--- src/hw/rtl/stfenc_pkg.sv ---
package stfenc_pkg;

	localparam logic [7:0] PREAMBLE_BYTE = 8'hFA;
	localparam logic [7:0] ESC_START = 8'h1E;
	localparam logic [7:0] ESC_STOP = 8'h1D;
	localparam logic [7:0] ESC_ESC = 8'h10;
	localparam logic [15:0] CRC_INIT = 16'hFFFF;
	localparam logic [15:0] CRC_POLY = 16'h1021;

	localparam logic [7:0] START_FLAG_RST = 8'hE1;
	localparam logic [7:0] STOP_FLAG_RST = 8'hE2;
	localparam logic [7:0] ESCAPE_BYTE_RST = 8'hEF;

	localparam int CFG_IDX_W = 2;
	localparam logic [CFG_IDX_W-1:0] REG_START_FLAG = 2'd0;
	localparam logic [CFG_IDX_W-1:0] REG_STOP_FLAG = 2'd1;
	localparam logic [CFG_IDX_W-1:0] REG_ESCAPE_BYTE = 2'd2;

	localparam int QDEPTH = 2;
	localparam int QPTR_W = $clog2(QDEPTH);
	localparam int QCNT_W = $clog2(QDEPTH + 1);

	typedef struct packed {
		logic [7:0] start_flag;
		logic [7:0] stop_flag;
		logic [7:0] escape_byte;
	} cfg_t;

	// one classified item: frame opens here, frame closes here, byte, crc after byte
	typedef struct packed {
		logic        hdr;
		logic        last;
		logic [7:0]  data;
		logic [15:0] crc;
	} desc_t;

	typedef struct packed {
		logic       esc;
		logic [7:0] code;
	} stuff_t;

	function automatic logic [15:0] crc_update(input logic [15:0] crc, input logic [7:0] b);
		logic [15:0] c;
		c = crc ^ {b, 8'h00};
		for (int i = 0; i < 8; i++) begin
			c = c[15] ? ({c[14:0], 1'b0} ^ CRC_POLY) : {c[14:0], 1'b0};
		end
		return c;
	endfunction

	// first match wins: start, stop, escape
	function automatic stuff_t stuff_map(input logic [7:0] b, input cfg_t cfg);
		stuff_t s;
		s.esc = 1'b1;
		s.code = ESC_ESC;
		if (b == cfg.start_flag) begin
			s.code = ESC_START;
		end else if (b == cfg.stop_flag) begin
			s.code = ESC_STOP;
		end else if (b == cfg.escape_byte) begin
			s.code = ESC_ESC;
		end else begin
			s.esc = 1'b0;
		end
		return s;
	endfunction

endpackage

--- src/hw/rtl/stfenc_front.sv ---
module stfenc_front (
	input  logic                 clk,
	input  logic                 arst_n,
	input  logic                 in_valid,
	output logic                 in_ready,
	input  logic [7:0]           data_byte,
	input  logic                 last_byte,
	input  logic                 q_full,
	output logic                 push,
	output stfenc_pkg::desc_t    push_desc
);

	logic [15:0] crc_q;
	logic        open_q;
	logic [15:0] crc_in;
	logic [15:0] crc_new;

	assign in_ready = !q_full;
	assign push = in_valid && in_ready;
	assign crc_in = open_q ? crc_q : stfenc_pkg::CRC_INIT;
	assign crc_new = stfenc_pkg::crc_update(crc_in, data_byte);

	always_comb begin
		push_desc.hdr = !open_q;
		push_desc.last = last_byte;
		push_desc.data = data_byte;
		push_desc.crc = crc_new;
	end

	always_ff @(posedge clk or negedge arst_n) begin
		if (!arst_n) begin
			crc_q <= stfenc_pkg::CRC_INIT;
			open_q <= 1'b0;
		end else if (push) begin
			crc_q <= last_byte ? stfenc_pkg::CRC_INIT : crc_new;
			open_q <= !last_byte;
		end
	end

endmodule

--- src/hw/rtl/stfenc_fifo.sv ---
module stfenc_fifo (
	input  logic                 clk,
	input  logic                 arst_n,
	input  logic                 push,
	input  stfenc_pkg::desc_t    push_desc,
	input  logic                 pop,
	output logic                 full,
	output logic                 head_valid,
	output stfenc_pkg::desc_t    head_desc
);

	stfenc_pkg::desc_t               mem_q [stfenc_pkg::QDEPTH];
	logic [stfenc_pkg::QPTR_W-1:0]   wr_ptr_q;
	logic [stfenc_pkg::QPTR_W-1:0]   rd_ptr_q;
	logic [stfenc_pkg::QCNT_W-1:0]   cnt_q;

	assign full = (cnt_q == stfenc_pkg::QCNT_W'(stfenc_pkg::QDEPTH));
	assign head_valid = (cnt_q != '0);
	assign head_desc = mem_q[rd_ptr_q];

	always_ff @(posedge clk) begin
		if (push) begin
			mem_q[wr_ptr_q] <= push_desc;
		end
	end

	always_ff @(posedge clk or negedge arst_n) begin
		if (!arst_n) begin
			wr_ptr_q <= '0;
			rd_ptr_q <= '0;
			cnt_q <= '0;
		end else begin
			if (push) begin
				wr_ptr_q <= (wr_ptr_q == stfenc_pkg::QPTR_W'(stfenc_pkg::QDEPTH - 1)) ?
					'0 : wr_ptr_q + 1'b1;
			end
			if (pop) begin
				rd_ptr_q <= (rd_ptr_q == stfenc_pkg::QPTR_W'(stfenc_pkg::QDEPTH - 1)) ?
					'0 : rd_ptr_q + 1'b1;
			end
			if (push && !pop) begin
				cnt_q <= cnt_q + 1'b1;
			end else if (pop && !push) begin
				cnt_q <= cnt_q - 1'b1;
			end
		end
	end

endmodule

--- src/hw/rtl/stfenc_back.sv ---
module stfenc_back (
	input  logic                 clk,
	input  logic                 arst_n,
	input  stfenc_pkg::cfg_t     cfg,
	input  logic                 head_valid,
	input  stfenc_pkg::desc_t    head_desc,
	output logic                 pop,
	output logic                 out_valid,
	input  logic                 out_ready,
	output logic [7:0]           out_byte,
	output logic                 run_last,
	output logic                 frame_end
);

	typedef enum logic [6:0] {
		PH_NEW   = 7'b0000001,
		PH_PRE   = 7'b0000010,
		PH_START = 7'b0000100,
		PH_DATA  = 7'b0001000,
		PH_CRCH  = 7'b0010000,
		PH_CRCL  = 7'b0100000,
		PH_STOP  = 7'b1000000
	} phase_t;

	phase_t ph_q;
	phase_t cur_ph;
	phase_t ph_nxt;
	logic   esc_q;
	logic   esc_nxt;

	logic                 out_valid_q;
	logic [7:0]           out_byte_q;
	logic                 run_last_q;
	logic                 frame_end_q;

	logic                 adv;
	logic [7:0]           sel_byte;
	stfenc_pkg::stuff_t   st;
	logic [7:0]           byte_nxt;
	logic                 final_nxt;
	logic                 end_nxt;

	assign adv = head_valid && (!out_valid_q || out_ready);
	assign pop = adv && final_nxt;

	always_comb begin
		if (ph_q == PH_NEW) begin
			cur_ph = head_desc.hdr ? PH_PRE : PH_DATA;
		end else begin
			cur_ph = ph_q;
		end
	end

	always_comb begin
		unique case (cur_ph)
			PH_CRCH: sel_byte = head_desc.crc[15:8];
			PH_CRCL: sel_byte = head_desc.crc[7:0];
			default: sel_byte = head_desc.data;
		endcase
	end

	assign st = stfenc_pkg::stuff_map(sel_byte, cfg);

	always_comb begin
		byte_nxt = sel_byte;
		final_nxt = 1'b0;
		end_nxt = 1'b0;
		ph_nxt = cur_ph;
		esc_nxt = 1'b0;
		unique case (cur_ph)
			PH_PRE: begin
				byte_nxt = stfenc_pkg::PREAMBLE_BYTE;
				ph_nxt = PH_START;
			end
			PH_START: begin
				byte_nxt = cfg.start_flag;
				ph_nxt = PH_DATA;
			end
			PH_DATA, PH_CRCH, PH_CRCL: begin
				if (esc_q) begin
					byte_nxt = st.code;
				end else if (st.esc) begin
					byte_nxt = cfg.escape_byte;
				end else begin
					byte_nxt = sel_byte;
				end
				if (!esc_q && st.esc) begin
					esc_nxt = 1'b1;
					ph_nxt = cur_ph;
				end else begin
					unique case (cur_ph)
						PH_DATA: begin
							if (head_desc.last) begin
								ph_nxt = PH_CRCH;
							end else begin
								final_nxt = 1'b1;
								ph_nxt = PH_NEW;
							end
						end
						PH_CRCH: ph_nxt = PH_CRCL;
						default: ph_nxt = PH_STOP;
					endcase
				end
			end
			PH_STOP: begin
				byte_nxt = cfg.stop_flag;
				final_nxt = 1'b1;
				end_nxt = 1'b1;
				ph_nxt = PH_NEW;
			end
			default: begin
				ph_nxt = PH_NEW;
			end
		endcase
	end

	always_ff @(posedge clk or negedge arst_n) begin
		if (!arst_n) begin
			ph_q <= PH_NEW;
			esc_q <= 1'b0;
			out_valid_q <= 1'b0;
		end else begin
			if (adv) begin
				ph_q <= ph_nxt;
				esc_q <= esc_nxt;
				out_valid_q <= 1'b1;
			end else if (out_ready) begin
				out_valid_q <= 1'b0;
			end
		end
	end

	always_ff @(posedge clk) begin
		if (adv) begin
			out_byte_q <= byte_nxt;
			run_last_q <= final_nxt;
			frame_end_q <= end_nxt;
		end
	end

	assign out_valid = out_valid_q;
	assign out_byte = out_byte_q;
	assign run_last = run_last_q;
	assign frame_end = frame_end_q;

endmodule

--- src/hw/rtl/stuffed_frame_encoder_crc16_core.sv ---
// channel | dir | handshake           | payload
// in      | in  | in_valid, in_ready   | data_byte[7:0], last_byte
// out     | out | out_valid, out_ready | out_byte[7:0], run_last, frame_end
// cfg     | in  | cfg_we               | cfg_index[1:0], cfg_data[7:0]
//
// An accepted item is classified (CRC, frame open) in the cycle it enters and
// queued; out_valid rises once the back end loads the registered output from
// the queue head, which waits while a held output byte is not taken.
// The back end sends one line byte per cycle while the queue holds an item
// and the output is not stalled; an item causes 1 to 9 line bytes, 1-2 per
// payload byte mid-frame. A two-entry queue lets input and output stall
// independently; in_ready drops while the queue holds two items.
// Reset clears frame state, queue, output valid and restores flag defaults.
module stuffed_frame_encoder_crc16_core (
	input  logic                                clk,
	input  logic                                arst_n,
	input  logic                                in_valid,
	output logic                                in_ready,
	input  logic [7:0]                          data_byte,
	input  logic                                last_byte,
	output logic                                out_valid,
	input  logic                                out_ready,
	output logic [7:0]                          out_byte,
	output logic                                run_last,
	output logic                                frame_end,
	input  logic                                cfg_we,
	input  logic [stfenc_pkg::CFG_IDX_W-1:0]    cfg_index,
	input  logic [7:0]                          cfg_data
);

	stfenc_pkg::cfg_t  cfg_q;
	logic              q_full;
	logic              push;
	stfenc_pkg::desc_t push_desc;
	logic              pop;
	logic              head_valid;
	stfenc_pkg::desc_t head_desc;

	always_ff @(posedge clk or negedge arst_n) begin
		if (!arst_n) begin
			cfg_q.start_flag <= stfenc_pkg::START_FLAG_RST;
			cfg_q.stop_flag <= stfenc_pkg::STOP_FLAG_RST;
			cfg_q.escape_byte <= stfenc_pkg::ESCAPE_BYTE_RST;
		end else if (cfg_we) begin
			unique case (cfg_index)
				stfenc_pkg::REG_START_FLAG: cfg_q.start_flag <= cfg_data;
				stfenc_pkg::REG_STOP_FLAG: cfg_q.stop_flag <= cfg_data;
				stfenc_pkg::REG_ESCAPE_BYTE: cfg_q.escape_byte <= cfg_data;
				default: ;
			endcase
		end
	end

	stfenc_front u_front (
		.clk       (clk),
		.arst_n    (arst_n),
		.in_valid  (in_valid),
		.in_ready  (in_ready),
		.data_byte (data_byte),
		.last_byte (last_byte),
		.q_full    (q_full),
		.push      (push),
		.push_desc (push_desc)
	);

	stfenc_fifo u_fifo (
		.clk        (clk),
		.arst_n     (arst_n),
		.push       (push),
		.push_desc  (push_desc),
		.pop        (pop),
		.full       (q_full),
		.head_valid (head_valid),
		.head_desc  (head_desc)
	);

	stfenc_back u_back (
		.clk        (clk),
		.arst_n     (arst_n),
		.cfg        (cfg_q),
		.head_valid (head_valid),
		.head_desc  (head_desc),
		.pop        (pop),
		.out_valid  (out_valid),
		.out_ready  (out_ready),
		.out_byte   (out_byte),
		.run_last   (run_last),
		.frame_end  (frame_end)
	);

endmodule

--- config.mk ---
export PLATFORM = sky130hd
export DESIGN_NAME = stuffed_frame_encoder_crc16_core
export DESIGN_NICKNAME = d
export VERILOG_FILES = /design/src/hw/rtl/stfenc_pkg.sv /design/src/hw/rtl/stfenc_front.sv /design/src/hw/rtl/stfenc_fifo.sv /design/src/hw/rtl/stfenc_back.sv /design/src/hw/rtl/stuffed_frame_encoder_crc16_core.sv
export SDC_FILE = /design/constraint.sdc
export NUM_CORES = 1
export LEC_CHECK = 0
export ABC_AREA = 1
export BUFFER_PORTS_ARGS = -buffer_cell sky130_fd_sc_hd__clkbuf_2
export CAP_MARGIN = 20
export CORE_ASPECT_RATIO = 1.2
export CORE_MARGIN = 3
export CORE_UTILIZATION = 32
export CTS_BUF_LIST = sky130_fd_sc_hd__clkbuf_2 sky130_fd_sc_hd__clkbuf_4 sky130_fd_sc_hd__clkbuf_8
export DETAILED_ROUTE_END_ITERATION = 7
export GPL_TIMING_DRIVEN = 0
export PLACE_DENSITY = 0.54
export SYNTH_ARGS = -nofsm -noshare
export SYNTH_HDL_FRONTEND = slang
export SYNTH_HIERARCHICAL = 1
export SYNTH_SLANG_ARGS = --single-unit
--- constraint.sdc ---
create_clock -name clk -period 4.1 [get_ports clk]
set_input_delay 0.205 -clock clk [delete_from_list [all_inputs] [get_ports clk]]
set_output_delay 0.205 -clock clk [all_outputs]
set_load 0.02 [all_outputs]
==> results_dict.tcl, run 1 <==
set metrics [dict create \
    end_kind "flip-flop" \
    final_hold_viol_count 0 \
    worstHoldEndpoint "cfg_q[3]" \
    layoutNonFillerInstCount 1066 \
    fin_skew_ns 0.0154 \
    avgSynthCellArea_um2 9.24 \
    cp_slowest_cell "mux2_2" \
    drive_above_1_share_pct 27.6 \
    num_antenna_cells 0 \
    syn2layout_area_growth_pct 14.9 \
    grt_usage_pct 14.4 \
    hp-start "cfg_data[3]" \
    min_period_over_period_pct 90.1 \
    layout_setup_ws_ns 0.406 \
    drc 0 \
    dr.pass1.iters 5 \
    p_comb_share_pct 46.2 \
    critPathMaxStageDelay_ns 0.38 \
    cts_root_buf "clkbuf_8" \
    synthFlopType "edfxtp_1" \
    r2r_start "u_fifo/rd_ptr_q" \
    fp.dieArea_um2 22700 \
    syn-num-nets 749 \
    path_cells "buf_6 > mux2_2 > nand3_1 > nand3_2 > nor2_8 > o21ai_4 > nand2_1 > nand3_1 > nand2_1 > nand2_1 > nand2_1 > nor2_2 > nand2_4 > nand3_4 > nand2_4 > nand2_1 > a21oi_1 > inv_1 > ha_1 > inv_1 > nand3_1 > nand2_1 > nand2_1" \
    pwr-share-clk_pct 17.8 \
    swShare_pct 40.6 \
    relSlewSlack_pct 40.9 \
    nets 813 \
    reg2regPathDepth 23 \
    r2r_setup_slack_ns 0.41 \
    coreArea_um2 20400 \
    vdd_ir_drop_max_v 0.000251 \
    p_seq_share_pct 36.0 \
    critPathKind "flip-flop to flip-flop" \
    path_common_cell "nand2_1" \
    antenna_left 0 \
    tritoncts "done" \
    setup_viol 0 \
    fp.dieW_um 138 \
    clk_pin_slew_ns 0.08 \
    hold_depth 3 \
    final_core_util_pct 37.7 \
    arrival_ns 4.04 \
    ys_types 44 \
    yosysWarningCount 6 \
    slew_violations 0 \
    antenna_found_initial 0 \
    drt_wl_total_um 15700 \
    tritoncts.num_buffers 17 \
    grt_max_degree 55 \
    leakagePower_uw 0.00357 \
    postPlaceCellArea_um2 7210 \
    path_max_fanout 10 \
    grt_first_pass_wirelength_um 25700 \
    switching_power_uw 2180 \
    critPathRequiredTime_ns 4.45 \
    die_y_um 164 \
    grt-ovfl-total 0 \
    regToRegEndpoint "u_fifo/cnt_q[1]" \
    place_inst 1024 \
    drt_iter0_drc 437 \
    critPathTopFamily "simple AND/OR/NAND/NOR gates" \
    critPathBufInv 3 \
    cts_max_level 4 \
    synth_edf_count 62 \
    wl_per_cell_um 14.8 \
    fmax_ghz 0.271 \
    p_int_uw 3190 \
    drv_cap 0 \
    netlist_area_um2 6690 \
    design_area_um2 7690 \
    min_path_type "input pin to flip-flop" \
    synth_seq_cells 116 \
    fin_tns_setup_ns 0 \
    clkSinkCount 116 \
    start_kind "flip-flop" \
    initial_core_util_pct 32.8 \
    synth.yosys.seq_area_share_pct 48.6 \
    place_ws_ns 0.396 \
    ys_async_sr_fraction_pct 46.6 \
    grt_pass1_vias 4873 \
    post_cts_buffers 0 \
    vias_per_cell 4.70 \
    min_period_ns 3.69 \
    worst_slew_pin_slew_ns 0.886 \
    cts.path.max_buffers 2 \
    status "finished, final reports clean" \
    netlist_instances 724 \
    place_congestion 0.835 \
    place_hpwl_um 11800 \
    rows 57 \
    ios 36 \
    rsz0062_at_grt "no" \
    fillCellCount 2113 \
    num_vias 5014 \
    portBuffers 34 \
    worstSkewPairLatency_ns 0.45 \
    powerDensity_nw_per_um2 699 \
]
==> routing by layer <==
layer / vias to the layer above / share of wire (%) / GRT usage (%)
li1: 2550 / - / -
met1: 2330 / 42 / 17.2
met3: 20 / 3.8 / 3.19
met4: 0 / 2.2 / 5.62
met5: - / 0 / 0
met2: 114 / 52 / 25.6
==> area by class of cell <==
| class | instances | area [um^2] | share of cell area, % |
|---|---|---|---|
| flip-flops and latches | 116 | 3250 | 42.3 |
| multi-input cells | 485 | 2790 | 36.3 |
| inverters | 97 | 364 | 4.74 |
| well taps | 265 | 332 | 4.31 |
| repair buffers | 45 | 305 | 3.97 |
| plain buffers | 26 | 284 | 3.69 |
| clock buffers | 18 | 241 | 3.14 |
| clock inverters | 14 | 114 | 1.48 |
==> registers in the layout, summed over array words and instances (netlist names) <==
| signal | flops |
|---|---|
| u_back/ph_q | 7 |
| u_front/open_q | 1 |
| u_back/out_valid | 1 |
| u_back/esc_q | 1 |
| u_fifo/mem_q | 52 |
| u_fifo/cnt_q | 2 |
| u_fifo/wr_ptr_q | 1 |
| cfg_q | 24 |
| u_back/frame_end | 1 |
| u_fifo/rd_ptr_q | 1 |
| u_front/crc_q | 16 |
| u_back/out_byte | 8 |
| u_back/run_last | 1 |
==> worst max-delay path by stage <==
stage	start	to	slack (ns)	depth (start not counted)
after floorplan	u_fifo/rd_ptr_q	u_fifo/cnt_q[1]	0.99	23
after global placement	u_fifo/rd_ptr_q	u_fifo/cnt_q[1]	0.39	23
after detailed placement	u_fifo/rd_ptr_q	u_fifo/cnt_q[1]	0.40	23
after CTS	u_fifo/rd_ptr_q	u_fifo/cnt_q[1]	0.39	23
after global routing	u_fifo/rd_ptr_q	u_fifo/cnt_q[1]	0.06	23
final	u_fifo/rd_ptr_q	u_fifo/cnt_q[1]	0.41	23
==> stage by stage <==
stage	power (uW)	hold slack, ns
3_5_place_dp	4430	0.382
2_1_floorplan	3830	-0.0906
3_3_place_gp	4400	0.461
4_1_cts	5420	0.00143
6_report	5370	0.0341
5_1_grt	5800	0.0101
==> cell usage after synthesis, types with 2 or more instances <==
library cell	n	share of area, %
a21oi_1	6	0.45
a221oi_1	6	0.79
a22oi_1	5	0.56
a31oi_1	3	0.28
buf_12	4	1.2
buf_4	9	1.0
buf_6	10	1.7
clkinv_1	2	0.11
dfrtp_1	22	8.2
dfstp_2	32	13
edfxtp_1	62	28
inv_1	84	4.7
inv_2	11	0.62
mux2_2	7	1.2
mux2_4	19	4.3
nand2_1	215	12
nand2_2	19	1.8
nand2_4	6	1.0
nand3_1	66	4.9
nand3_2	15	2.2
nand3_4	3	0.79
nand3b_1	3	0.34
nand4_1	49	4.6
nor2_1	24	1.3
nor2_2	5	0.47
nor2_4	3	0.50
nor2_8	2	0.60
nor3_2	2	0.30
o21ai_0	3	0.22
o22ai_1	7	0.65
or2_2	3	0.28
xor2_1	5	0.65
==> cells in the final DEF, fill, tap and decap left out, types with 4 or more instances in the layout <==
master and instances:
inv_2 11, buf_4 9, dfrtp_1 22, a21oi_1 6, xor2_1 5, buf_6 10, nand3_2 15, mux2_4 19
nor2_2 6, clkbuf_8 17, nand4_1 49, buf_12 4, nor2_1 23, dfstp_2 32, a221oi_1 6, clkinv_1 5
edfxtp_1 62, a22oi_1 5, o22ai_1 7, nand2_1 215, mux2_2 7, nand2_4 6, clkbuf_2 33, nand3_1 66
inv_1 84, dlygate4sd3_1 9, nand2_2 19
==> power groups by stage <==
stage | combinational (uW) | clock [uW] | sequential, uW
finish | 2480 | 958 | 1930
global route | 2770 | 1050 | 1980
CTS | 2480 | 997 | 1940
detailed placement | 2470 | 0 | 1960
global placement | 2440 | 0 | 1960
floorplan | 1840 | 0 | 1980
==> worst min-delay path: cells and delay by family <==
kind	cells	cell delay, ns
buf+inv	1	0.12
simple gates	2	0.16
==> logic make-up (layout without fill, tap and decap cells) <==
group           count (synthesis)  in the layout  synth area share [%]
xor+xnor                        6              6                 0.785
buf+inv                       123            200                  9.68
simple gates                  416            416                  31.3
fa+ha+maj                       1              1                 0.187
flops                         116            116                  48.6
mux                            26             26                  5.44
compound gates                 36             36                  4.00
==> repair_timing <==
item                                   4_1_cts  5_1_grt
endpoints found under the hold margin       33        0
hold buffers                                 9        0
resized for setup                            0        0
Note: power is estimated with default switching activity, not from simulation.
==> run 2, diff against run 1 <==
clock period = 4 ns   (was 4.1 ns; I/O delays follow)
==> run 2 against run 1 <==
Net effect: via count decreased by 0.56%; clock skew about the same; non-clock buffer count increased by 1; flip-flop and latch count unchanged; first-iteration DRC count decreased by 17%; count of clock-buffer cells in the layout unchanged; combinational power increased by 3%; worst hold slack got worse by 0.0025 ns; clock power increased by 2.5%; largest power group unchanged.
==> results_dict.tcl, run 2 (synthesis results as in run 1) <==
set metrics [dict create \
    syn2layout_area_growth_pct 15.1 \
    drive_above_1_share_pct 27.7 \
    critPathMaxStageDelay_ns 0.38 \
    worst_slew_pin_slew_ns 0.871 \
    regMostFlops "u_fifo/mem_q" \
    swShare_pct 40.6 \
    place_congestion 0.835 \
    fp.dieW_um 138 \
    critPathRequiredTime_ns 4.35 \
    final_cell_mix "nand2_1, inv_1, nand3_1" \
    fin_skew_ns 0.0158 \
    clkSinkCount 116 \
    pwr-share-clk_pct 17.8 \
    setup_viol 0 \
    critPathBufInv 3 \
    grt_max_degree 55 \
    fin_tns_setup_ns 0 \
    num_antenna_cells 0 \
    cp_slowest_cell "mux2_2" \
    setup.worst_path.start "u_fifo/rd_ptr_q" \
    hp-start "cfg_we" \
    grt_pass1_vias 4877 \
    grt-ovfl-total 0 \
    layout_setup_ws_ns 0.379 \
    fmax_ghz 0.276 \
    portBuffers 34 \
    path_max_fanout 10 \
    min_period_over_period_pct 90.5 \
    num_vias 4986 \
    arrival_ns 3.97 \
    critPathKind "flip-flop to flip-flop" \
    grt_first_pass_wirelength_um 25700 \
    switching_power_uw 2240 \
    cts.path.max_buffers 2 \
    drv_cap 0 \
    cts_root_buf "clkbuf_8" \
    relSlewSlack_pct 41.9 \
    worstSkewPairLatency_ns 0.45 \
    nets 814 \
    top_regs "u_fifo/mem_q (52), cfg_q (24), u_front/crc_q (16)" \
    fp.dieArea_um2 22700 \
    place_ws_ns 0.296 \
    status "finished, final reports clean" \
    drt_wl_total_um 15800 \
    drc 0 \
    min_period_ns 3.62 \
    coreArea_um2 20400 \
    clk_pin_slew_ns 0.08 \
    p_comb_share_pct 46.2 \
    initial_core_util_pct 32.8 \
    rows 57 \
    grt_usage_pct 14.5 \
    critPathTopFamily "simple AND/OR/NAND/NOR gates" \
    wl_per_cell_um 14.8 \
    ios 36 \
    dr.pass1.iters 5 \
    rsz0062_at_grt "no" \
    path_common_cell "nand2_1" \
    vias_per_cell 4.67 \
    powerDensity_nw_per_um2 716 \
    p_seq_share_pct 35.9 \
    largest_reg_flops 52 \
    antenna_found_initial 0 \
    place_hpwl_um 11800 \
    final_hold_viol_count 0 \
    power_uw 5510 \
    vdd_ir_drop_max_v 0.000259 \
    cts_max_level 4 \
    p_int_uw 3280 \
    drt_iter0_drc 364 \
    path_cells "buf_6 > mux2_2 > nand3_1 > nand3_2 > nor2_8 > o21ai_4 > nand2_1 > nand3_1 > nand2_1 > nand2_1 > nand2_1 > nor2_2 > nand2_4 > nand3_4 > nand2_4 > nand2_1 > a21oi_2 > inv_1 > ha_1 > inv_1 > nand3_1 > nand2_1 > nand2_1" \
    antenna_left 0 \
    r2r_start "u_fifo/rd_ptr_q" \
    start_kind "flip-flop" \
    end_kind "flip-flop" \
    slew_violations 0 \
    holdWs_ns 0.0316 \
    tritoncts "done" \
    layout_commonest_cell "nand2_1" \
    die_y_um 164 \
    min_path_type "input pin to flip-flop" \
    leakagePower_uw 0.00357 \
    tritoncts.num_buffers 17 \
]
-- run 2: changes by cell type in the layout (fill, tap and decap cells not counted), sizes merged --
cell         previous run  this run
dlygate4sd3             9        10
-- run 2: worst register-to-register path, delay by kind of cell, from the launching register on --
| family | cells | cell delay (ns) |
|---|---|---|
| AO/OA/AOI/OAI | 2 | 0.36 |
| adder cells (fa/ha/maj) | 1 | 0.30 |
| buffers and inverters | 3 | 0.30 |
| flip-flops | 1 | 0.34 |
| multiplexers | 1 | 0.38 |
| AND/OR/NAND/NOR | 16 | 1.82 |
-- run 2: repair_timing --
item	4_1_cts	5_1_grt
gates resized for setup	0	1
buffers inserted	0	0
hold endpoints to repair	35	0
hold buffers	10	0
endpoints found under the setup margin	0	1
-- run 2: metrics by stage --
| step | utilization, % | area (um^2) | std cells |
|---|---|---|---|
| 6_report | 37.8 | 7700 | 1067 |
| 5_1_grt | 37.8 | 7700 | 1067 |
| 4_1_cts | 37.6 | 7670 | 1066 |
| 3_5_place_dp | 35.4 | 7210 | 1024 |
| 3_3_place_gp | 35.3 | 7190 | 1023 |
| 2_1_floorplan | - | 6690 | 724 |
-- run 2: path summary, 6_finish.rpt --
kind,end,depth (start not counted),slack (ns)
max reg2reg,u_fifo/cnt_q[1],23,0.38
min,cfg_q[7],3,0.03
max,u_fifo/cnt_q[1],23,0.38
min in group asynchronous,cfg_q[12],2,0.41
min reg2reg,u_fifo/cnt_q[1],2,0.48
max in group asynchronous,u_fifo/rd_ptr_q,2,3.07
-- run 2: final cells by class --
class	instances	area [um^2]
plain buffers	26	284
clock buffers	18	241
clock inverters	14	114
fillers	2112	12700
inverters	97	364
multi-input cells	485	2800
flip-flops and latches	116	3250
well taps	265	332
repair buffers	46	315
-- run 2: power by group through the flow --
stage	clock [uW]	sequential [uW]	combinational, uW
floorplan	0	2030	1890
global placement	0	2010	2500
detailed placement	0	2010	2530
CTS	1020	1990	2550
global route	1080	2030	2840
finish	982	1980	2550
-- run 2: routing by layer --
| metal | up-vias | wire [um] | global-route usage, % |
|---|---|---|---|
| li1 | 2555 | - | - |
| met5 | - | 0 | 0 |
| met3 | 20 | 525 | 3.16 |
| met4 | 0 | 353 | 5.62 |
| met2 | 98 | 8140 | 25.6 |
| met1 | 2313 | 6740 | 17.2 |
==> run 3, diff against run 2 <==
CORE_MARGIN = unset   (was 3)
clock period = 3.95 ns   (was 4 ns; I/O delays follow)
==> run 3 against run 2 <==
Net effect: worst hold slack got worse by 0.014 ns; register-to-register slack worse by 0.03 ns; utilization grew 0.14 points; die area is 5.3% lower; first-iteration DRC count decreased by 18%; combinational power is essentially flat; clock power increased by 22%; non-clock buffer count down 4.
==> results_dict.tcl, run 3 (synthesis results as in run 1) <==
set metrics [dict create \
    cp_slowest_cell "mux2_2" \
    drive_above_1_share_pct 28.1 \
    layoutNonFillerInstCount 1063 \
    cts.path.max_buffers 2 \
    portBuffers 34 \
    tritoncts "done" \
    grt_pass1_vias 4796 \
    syn2layout_area_growth_pct 15.5 \
    place_congestion 0.865 \
    ios 36 \
    num_vias 5003 \
    place_hpwl_um 11700 \
    path_common_cell "nand2_1" \
    place_ws_ns 0.227 \
    initial_core_util_pct 32.8 \
    fillCellCount 2085 \
    relSlewSlack_pct 32.0 \
    largest_reg_flops 52 \
    antenna_left 0 \
    cts_root_buf "clkbuf_8" \
    slew_violations 0 \
    worstSkewPairLatency_ns 0.44 \
    path_cells "buf_6 > mux2_2 > nand3_1 > nand3_2 > nor2_8 > o21ai_4 > nand2_1 > nand3_2 > nand2_1 > nand2_1 > nand2_1 > nor2_2 > nand2_4 > nand3_4 > nand2_4 > nand2_1 > a21oi_2 > inv_1 > ha_1 > inv_1 > nand3_1 > nand2_1 > nand2_1" \
    drt_wl_total_um 15600 \
    r2r_start "u_fifo/rd_ptr_q" \
    die_y_um 160 \
    place_inst 1024 \
    post_cts_buffers 0 \
    vdd_ir_drop_max_v 0.000316 \
    start_kind "flip-flop" \
    final_hold_viol_count 0 \
    leakagePower_uw 0.00359 \
    top_regs "u_fifo/mem_q (52), cfg_q (24), u_front/crc_q (16)" \
    grt_max_degree 55 \
    rsz0062_at_grt "no" \
    antenna_found_initial 0 \
    regMostFlops "u_fifo/mem_q" \
    hp-start "cfg_data[2]" \
    tritoncts.num_buffers 17 \
    path_max_fanout 10 \
    critPathKind "flip-flop to flip-flop" \
    status "finished, final reports clean" \
    layout_setup_ws_ns 0.347 \
    wl_per_cell_um 14.6 \
    dr.pass1.iters 5 \
    critPathRequiredTime_ns 4.29 \
    clk_pin_slew_ns 0.07 \
    grt_first_pass_wirelength_um 25200 \
    grt_usage_pct 15.4 \
    final_cell_mix "nand2_1, inv_1, nand3_1" \
    critPathMaxStageDelay_ns 0.38 \
    min_period_ns 3.60 \
    arrival_ns 3.94 \
    setup_viol 0 \
    min_period_over_period_pct 91.2 \
    vias_per_cell 4.71 \
    fin_tns_setup_ns 0 \
    fp.dieW_um 134 \
    setup.worst_path.start "u_fifo/rd_ptr_q" \
    min_path_type "input pin to flip-flop" \
    nets 810 \
    drt_iter0_drc 297 \
    fp.dieArea_um2 21500 \
    cts_max_level 4 \
    rows 57 \
    layout_commonest_cell "nand2_1" \
    powerDensity_nw_per_um2 747 \
    worst_slew_pin_slew_ns 1.02 \
    drv_cap 0 \
    clkSinkCount 116 \
    drc 0 \
    num_antenna_cells 0 \
    fin_skew_ns 0.0131 \
    coreArea_um2 20400 \
    fmax_ghz 0.278 \
    grt-ovfl-total 0 \
    end_kind "flip-flop" \
]
## run 3: changes by cell type in the layout (fill, tap and decap cells not counted), moves of 2 or more
cell / previous run / this run
dlygate4sd3_1: 10 / 7
clkinv_1: 5 / 3
bufinv_16: 1 / 4
clkinv_4: 3 / 1
## run 3: final cells by class
class / instances / area, um^2 / area share (%)
Clock inverter: 13 / 181 / 2.35
Clock buffer: 19 / 255 / 3.30
Inverter: 97 / 364 / 4.71
Timing Repair Buffer: 42 / 258 / 3.33
Sequential cell: 116 / 3250 / 42.1
Buffer: 26 / 284 / 3.67
Tap cell: 265 / 332 / 4.29
Multi-Input combinational cell: 485 / 2800 / 36.3
## run 3: layer usage
metal  GRT usage [%]  wire length (um)  share of wire, %
met3            3.25               464               3.0
met2            25.9              7780                50
met4            7.92               480               3.1
met5               0                 0                 0
met1            18.6              6830                44
## run 3: per-stage QoR
stage	power, uW	util [%]	hold slack [ns]	cell area, um^2
3_3_place_gp	4550	35.3	0.460	7190
3_5_place_dp	4590	35.4	0.372	7210
6_report	5770	37.9	0.0176	7730
2_1_floorplan	3970	-	-0.0981	6690
5_1_grt	6210	37.9	0.0150	7730
4_1_cts	5820	37.9	0.00301	7720
## run 3: what timing repair did
item                                   CTS  global route
resized for setup                        0             2
endpoints found under the hold margin   30             0
setup endpoints to repair                0             1
hold buffers                             7             0
## run 3: worst paths after layout
check                                  end  cells past startpoint  slack [ns]
setup / recovery           u_fifo/cnt_q[1]                     23        0.35
hold / removal                    cfg_q[2]                      3        0.02
setup reg to reg           u_fifo/cnt_q[1]                     23        0.35
hold reg to reg            u_fifo/cnt_q[1]                      2        0.49
max in group asynchronous   u_front/open_q                      2        2.99
min in group asynchronous        cfg_q[11]                      2        0.40
## run 3: worst max-delay path: cells and delay by family, from the launching register on
family          cells  cell delay [ns]
compound gates      2             0.37
fa+ha+maj           1             0.30
buf+inv             3             0.31
flops               1             0.34
mux                 1             0.38
simple gates       16             1.78
## run 3: power breakdown
| group | switching [uW] | leakage, uW | internal, uW | total [uW] |
|---|---|---|---|---|
| clock | 493 | 0.000209 | 708 | 1200 |
| sequential | 173 | 0.00120 | 1840 | 2010 |
| combinational | 1590 | 0.00218 | 966 | 2560 |
